[src/lht_pkg.sv]
// ----------------------------------------------------------------------------
// Lock handle table package
// Command and result word types, search token flags, operation and status
// codes, and the controller state type.
// ----------------------------------------------------------------------------
package lht_pkg;

  localparam int KEY_FIELD_W    = 48;
  localparam int HANDLE_FIELD_W = 32;

  localparam logic [1:0] OP_REGISTER = 2'd0;
  localparam logic [1:0] OP_LOOKUP   = 2'd1;
  localparam logic [1:0] OP_REMOVE   = 2'd2;

  localparam logic [1:0] ST_OK      = 2'd0;
  localparam logic [1:0] ST_MISSING = 2'd1;
  localparam logic [1:0] ST_FULL    = 2'd2;

  typedef struct packed {
    logic [1:0]             op;
    logic [KEY_FIELD_W-1:0] key;
  } cmd_t;

  typedef struct packed {
    logic [HANDLE_FIELD_W-1:0] handle;
    logic [1:0]                status;
  } result_t;

  typedef struct packed {
    logic valid;
    logic found;
  } tok_flags_t;

  typedef enum logic {
    S_IDLE,
    S_SCAN
  } state_t;

endpackage

[src/lht_cell.sv]
// ----------------------------------------------------------------------------
// Lock handle table cell
// Holds one table entry and passes the search token on to the next cell,
// marking the first live match and picking up the last live entry.
// ----------------------------------------------------------------------------
module lht_cell #(
  parameter int KEY_WIDTH    = 48,
  parameter int HANDLE_WIDTH = 32,
  parameter int CNT_W        = 9,
  parameter int IDX_W        = 8,
  parameter int INDEX        = 0
) (
  input  logic                     clk,
  input  logic                     rst,
  input  logic [KEY_WIDTH-1:0]     qkey,
  input  logic                     wr_en,
  input  logic [IDX_W-1:0]         wr_idx,
  input  logic [KEY_WIDTH-1:0]     wr_key,
  input  logic [HANDLE_WIDTH-1:0]  wr_handle,
  input  lht_pkg::tok_flags_t      in_flags,
  input  logic [CNT_W-1:0]         in_left,
  input  logic [IDX_W-1:0]         in_pos,
  input  logic [HANDLE_WIDTH-1:0]  in_handle,
  input  logic [KEY_WIDTH-1:0]     in_last_key,
  input  logic [HANDLE_WIDTH-1:0]  in_last_handle,
  output lht_pkg::tok_flags_t      out_flags,
  output logic [CNT_W-1:0]         out_left,
  output logic [IDX_W-1:0]         out_pos,
  output logic [HANDLE_WIDTH-1:0]  out_handle,
  output logic [KEY_WIDTH-1:0]     out_last_key,
  output logic [HANDLE_WIDTH-1:0]  out_last_handle
);
  import lht_pkg::*;

  logic [KEY_WIDTH-1:0]    cell_key;
  logic [HANDLE_WIDTH-1:0] cell_handle;
  logic                    live;
  logic                    hit;
  logic                    is_last;

  assign live    = in_left != '0;
  assign hit     = in_flags.valid && live && !in_flags.found && (qkey == cell_key);
  assign is_last = in_flags.valid && (in_left == CNT_W'(1));

  always_ff @(posedge clk) begin
    if (wr_en && (wr_idx == IDX_W'(INDEX))) begin
      cell_key    <= wr_key;
      cell_handle <= wr_handle;
    end
  end

  always_ff @(posedge clk) begin
    if (rst) begin
      out_flags <= '0;
    end else begin
      out_flags.valid <= in_flags.valid;
      out_flags.found <= in_flags.found | hit;
    end
  end

  always_ff @(posedge clk) begin
    out_left        <= live ? in_left - CNT_W'(1) : '0;
    out_pos         <= hit ? IDX_W'(INDEX) : in_pos;
    out_handle      <= hit ? cell_handle : in_handle;
    out_last_key    <= is_last ? cell_key : in_last_key;
    out_last_handle <= is_last ? cell_handle : in_last_handle;
  end

endmodule

[config.mk]
export PLATFORM = sky130hd
export DESIGN_NAME = lht_cell
export DESIGN_NICKNAME = d
export VERILOG_FILES = /design/src/lht_pkg.sv /design/src/lht_cell.sv
export SDC_FILE = /design/constraint.sdc
export NUM_CORES = 1
export LEC_CHECK = 0
export CAP_MARGIN = 30
export CELL_PAD_IN_SITES_DETAIL_PLACEMENT = 0
export CELL_PAD_IN_SITES_GLOBAL_PLACEMENT = 1
export CORE_AREA = 2 2 155 157
export CTS_BUF_LIST = sky130_fd_sc_hd__clkbuf_4 sky130_fd_sc_hd__clkbuf_8 sky130_fd_sc_hd__clkbuf_16
export DETAILED_ROUTE_END_ITERATION = 10
export DIE_AREA = 0 0 157 159
export DONT_BUFFER_PORTS = 1
export PLACE_DENSITY_LB_ADDON = 0.1
export SLEW_MARGIN = 10
export SYNTH_ARGS = -nofsm -noshare
export SYNTH_HDL_FRONTEND = slang
export SYNTH_SLANG_ARGS = --single-unit
[constraint.sdc]
create_clock -name clk -period 25 [get_ports clk]
set_input_delay 3.75 -clock clk [delete_from_list [all_inputs] [get_ports clk]]
set_output_delay 3.75 -clock clk [all_outputs]
set_load 0.005 [all_outputs]
==> impl_metrics.yaml, run 1 <==
status:
  status: "complete, no violations"
cts:
  insertion_delay_ps: 510
  cts-root-buf: "clkbuf_16"
  post_cts_buffers: 0
  cts_tree: "done"
  numCtsBuffers: 24
  htreeDepth: 1
  clock_path_buffers: 3
  ctsHoldBuffers: 0
  clk_pin_slew_worst_paths_ps: 60
  ctsResizeCount: 0
  cts.sinks: 211
detailed_routing:
  drt_iter0_markers: 129
  post_drt_wl_per_cell_um: 23.2
  wl_um: 18700
  antenna_left: 0
  via_per_inst: 4.56
  num_vias: 3670
  drc: 0
  drtPass1Iterations: 4
place:
  post-place-ws_ps: 18610
  portBuffers: 0
  place.gp.congestion: 0.723
  dp_hpwl_um: 14500
worst_setup_path:
  cp_cell_sequence: "or4_4 > nor4_1 > and3_4 > buf_4 > mux2_2"
  end_kind: "flop"
  worst-path-buf-inv: 1
  cp-start-kind: "primary input"
  cp_max_fo: 46
  cpMaxStageDelayCell: "buf_4"
  critPathMaxStageDelay_ps: 640
  required_ps: 25390
  cp_top_family: "simple AND/OR/NAND/NOR gates"
  worst_ep_arrival_time_ps: 6250
  critPathKind: "primary input to flop"
grt:
  grt_first_pass_wirelength_um: 26100
  grt-ovfl-total: 0
  grt_usage_pct: 14.1
  grt_max_degree: 47
  grt_pass1_vias: 4015
  antenna_found_initial: 4
sta:
  max_slew_margin_pct: 51.0
  hold_viol: 0
  clock_skew_ps: 10.2
  timing.setup.tns_ps: 0
  period_share_pct: 23.4
  rsz0062_at_grt: "no"
  setup_viol: 0
  worstMarginPinSlew_ps: 728
  setup_slack_ps: 19140
  period_minus_slack_ps: 5860
  fmax_mhz: 171
  finalMaxSlewViolations: 0
logic_synthesis:
  synth_compound_area_share_pct: 0.642
  ys_seq_area_share_pct: 67.8
  synth_top_area_cell: "dfxtp_1"
  synth-simple-area-share_pct: 4.24
  synth_top_family_by_area: "multiplexers"
  ys_top_cells_by_count: "dfxtp_1, edfxtp_1, mux2_2"
  synth.distinct_cells: 34
  synthesis.area_um2: 7410
  synth_top_area_share_pct: 35.4
  synth.most_common_cell: "dfxtp_1"
  syn_avg_cell_area_um2: 16.4
  synth-xor-area-share_pct: 6.03
  synth_top_flop_cell: "dfxtp_1"
  synth_edf_count: 80
  muxShareOfSynthArea_pct: 18.7
  async_flop_share_pct: 0
  synth-adder-area-share_pct: 0.507
  yosys_register_bits: 211
  synth_nets: 724
  ys.warnings.count: 0
  synth_area_leaders: "dfxtp_1, edfxtp_1, mux2_2"
  synthCells: 451
layout:
  area_growth_pct: 15.9
  drive_gt1_share_pct: 29.1
  fin_nets: 740
min_path:
  min_path_type: "flop to flop"
die:
  fp.coreArea_um2: 23200
  fp-row-count: 56
  die_x_um: 157
  die_h_um: 159
  ios: 401
  initial_core_util_pct: 31.9
  dieArea_um2: 25000
power:
  p_per_area_nw_per_um2: 87.3
  p_switching_uw: 145
  power.share.sequential_pct: 50.1
  switching_share_pct: 19.3
  internal-power_uw: 605
  p_leak_uw: 0.00312
  ir_drop_v: 0.0000522
  p_comb_share_pct: 2.2
  pwr-share-clk_pct: 47.6
job:
  max-cap-violations: 0
==> per-layer routing <==
layer | global-route usage (%) | part of all wire [%] | vias to the layer above
li1 | - | - | 1654
met5 | 0 | 0.20 | -
met4 | 4.17 | 2.6 | 6
met3 | 6.67 | 12 | 31
met2 | 26.7 | 53 | 239
met1 | 13.2 | 32 | 1740
==> flip-flops by register name, summed over array words and instances, names as in the netlist <==
| name | count |
|---|---|
| cell_handle | 32 |
| cell_key | 48 |
| out_flags | 2 |
| out_handle | 32 |
| out_last_handle | 32 |
| out_last_key | 48 |
| out_left | 9 |
| out_pos | 8 |
==> layout by cell type, fill, tap and decap left out, types with 3 or more instances in the layout <==
cell / count
dfxtp_1: 131
edfxtp_1: 80
mux2_2: 55
xnor2_1: 49
mux2_4: 30
mux2_1: 28
clkbuf_16: 25
nand4_1: 10
nor2_1: 8
and2_1: 8
clkbuf_4: 8
inv_1: 7
nor4_1: 5
clkbuf_8: 4
ha_1: 3
==> through the flow <==
step           cell area [um2]  utilization, %  hold WS, ps  total power, uW  cells
2_1_floorplan             7410               -          446              396    451
3_3_place_gp              7710            33.2          455              401    758
3_5_place_dp              7750            33.4          468              401    760
4_1_cts                   8590            37.0          482              763    804
5_1_grt                   8590            37.0          493              779    804
6_report                  8590            37.0          478              750    805
==> power by group through the flow <==
stage,sequential (uW),combinational [uW],clock [uW]
6_report,376,16.8,357
4_1_cts,376,17.2,369
5_1_grt,377,18.7,384
2_1_floorplan,380,15.1,0
3_5_place_dp,384,17.0,0
3_3_place_gp,384,16.7,0
==> area by class of cell <==
type	instances	area (um2)
sequential	211	5020
inverter	7	26.3
multi-input combinational	219	2240
tap	319	399
fill	2194	14600
clock inverter	7	91.3
timing repair buffer	4	62.6
clock buffer	37	741
antenna	1	2.50
==> path summary, 6_finish.rpt <==
check | start | to | slack (ps) | depth (start not counted)
max | in_left[3] | out_last_key[20] | 19140 | 5
min | cell_handle[30] | out_handle[30] | 480 | 1
max reg2reg | cell_key[7] | out_handle[14] | 22360 | 6
min reg2reg | cell_handle[30] | out_handle[30] | 480 | 1
==> cells by family (layout without fill, tap and decap cells) <==
group / Yosys count / in the layout
other cells: 0 / 1
fa+ha+maj: 3 / 3
buf+inv: 21 / 55
xor+xnor: 51 / 51
mux: 113 / 113
simple gates: 46 / 46
compound gates: 6 / 6
flops: 211 / 211
Note: power is estimated with default switching activity, not from simulation.
==> run 2: changes to the inputs <==
CORE_AREA = 2 2 156 158   (was 2 2 155 157)
DIE_AREA = 0 0 158 160   (was 0 0 157 159)
clock period = 5.79 ns   (was 25 ns; I/O delays follow)
==> impl_metrics.yaml, run 2 (synthesis gave the netlist of run 1 again) <==
status:
  status: "complete, no violations"
grt:
  grt_usage_pct: 14.1
  antenna_found_initial: 7
  grt_pass1_vias: 4088
  met3_usage_pct: 6.89
  global_route.usage.met1_pct: 13.3
  grt_first_pass_wirelength_um: 26300
  top_usage_layer: "met2"
  grt.met2_usage_pct: 26.4
  grt-ovfl-total: 0
  grt_max_degree: 61
sta:
  holdWs_ps: 426
  period_minus_slack_ps: 2760
  rsz0062_at_grt: "no"
  timing.setup.tns_ps: 0
  finalMaxSlewViolations: 0
  max_slew_margin_pct: 48.7
  clock_skew_ps: 9.14
  worstMarginPinSlew_ps: 762
  fmax_mhz: 362
  period_share_pct: 47.7
  setup_viol: 0
  hold_viol: 0
die:
  die_h_um: 160
  ios: 401
  initial_core_util_pct: 31.1
  fp.coreArea_um2: 23800
  fp-row-count: 57
  die_x_um: 158
  dieArea_um2: 25300
layout:
  reg_top3: "cell_key x48, out_last_key x48"
  fin_nets: 741
  final_common_cell: "dfxtp_1"
  drive_gt1_share_pct: 28.8
  layout_common_cells: "dfxtp_1, edfxtp_1, mux2_2"
  fill_cells: 2349
  area_growth_pct: 16.0
power:
  p_leak_uw: 0.00312
  ir_drop_v: 0.000196
  total_power_uw: 3230
  p_per_area_nw_per_um2: 376
worst_setup_path:
  cp_max_fo: 22
  required_ps: 6180
  r2r_setup_slack_ps: 3030
  critPathMaxStageDelay_ps: 700
  worst_ep_arrival_time_ps: 3150
  cpMaxStageDelayCell: "nor4_1"
  cp-start-kind: "flop"
  cp_cell_sequence: "xnor2_1 > nand4_1 > nor4_1 > nand4_4 > buf_12 > mux2_4"
  end_kind: "flop"
  critPathKind: "flop to flop"
cts:
  cts.sinks: 211
  ctsHoldBuffers: 0
  clk_pin_slew_worst_paths_ps: 60
  clock_path_buffers: 3
  post_cts_buffers: 0
  ctsResizeCount: 0
  cts_tree: "done"
  htreeDepth: 1
  cts-root-buf: "clkbuf_16"
  numCtsBuffers: 24
  insertion_delay_ps: 500
detailed_routing:
  via_per_inst: 4.56
  drt_iter0_markers: 134
  antenna_left: 0
  num_vias: 3704
  wl_um: 19000
  drc: 0
  post_drt_wl_per_cell_um: 23.4
  drtPass1Iterations: 4
place:
  place.gp.congestion: 0.755
  portBuffers: 0
  dp_hpwl_um: 14300
min_path:
  min_path_type: "primary input to flop"
job:
  max-cap-violations: 0
-- run 2: critical path: cells and delay by family (launching register included) --
family,cells,cell delay (ps)
AND/OR/NAND/NOR,3,1350
flip-flops,1,400
buffers and inverters,1,360
multiplexers,1,310
XOR/XNOR,1,190
-- run 2: final timing paths --
| check | to | depth (start not counted) | from |
|---|---|---|---|
| worst min-delay path | out_flags[1] | 1 | rst |
| worst max-delay path | out_handle[6] | 6 | cell_key[24] |
| worst max register to register | out_handle[6] | 6 | cell_key[24] |
| worst min register to register | out_handle[31] | 1 | cell_handle[31] |
-- run 2: layer usage --
layer | vias to the layer above | part of all wire (%)
li1 | 1653 | -
met1 | 1756 | 32
met2 | 244 | 53
met3 | 41 | 12
met4 | 10 | 2.5
met5 | - | 0.37
-- run 2: per-stage QoR --
stage / std cells / worst slack, ps / util [%] / area [um2]
floorplan: 451 / 1550 / - / 7420
global placement: 764 / 2050 / 32.5 / 7730
detailed placement: 765 / 2230 / 32.5 / 7750
CTS: 809 / 2770 / 35.9 / 8560
global route: 812 / 2800 / 36.1 / 8590
finish: 812 / 3030 / 36.1 / 8590
-- run 2: layout make-up --
type	count	area (um2)	share of cell area [%]
Timing Repair Buffer	5	70.1	0.815
Sequential cell	211	5020	58.5
Clock buffer	30	663	7.72
Tap cell	324	405	4.72
Multi-Input combinational cell	219	2250	26.2
Antenna cell	2	5.00	0.0582
Clock inverter	14	148	1.72
Inverter	7	26.3	0.306
-- run 2: report_power, final --
group	total (uW)	internal, uW	switching [uW]
Clock	1530	945	588
Sequential	1620	1590	31.0
Combinational	72.9	51.6	21.3
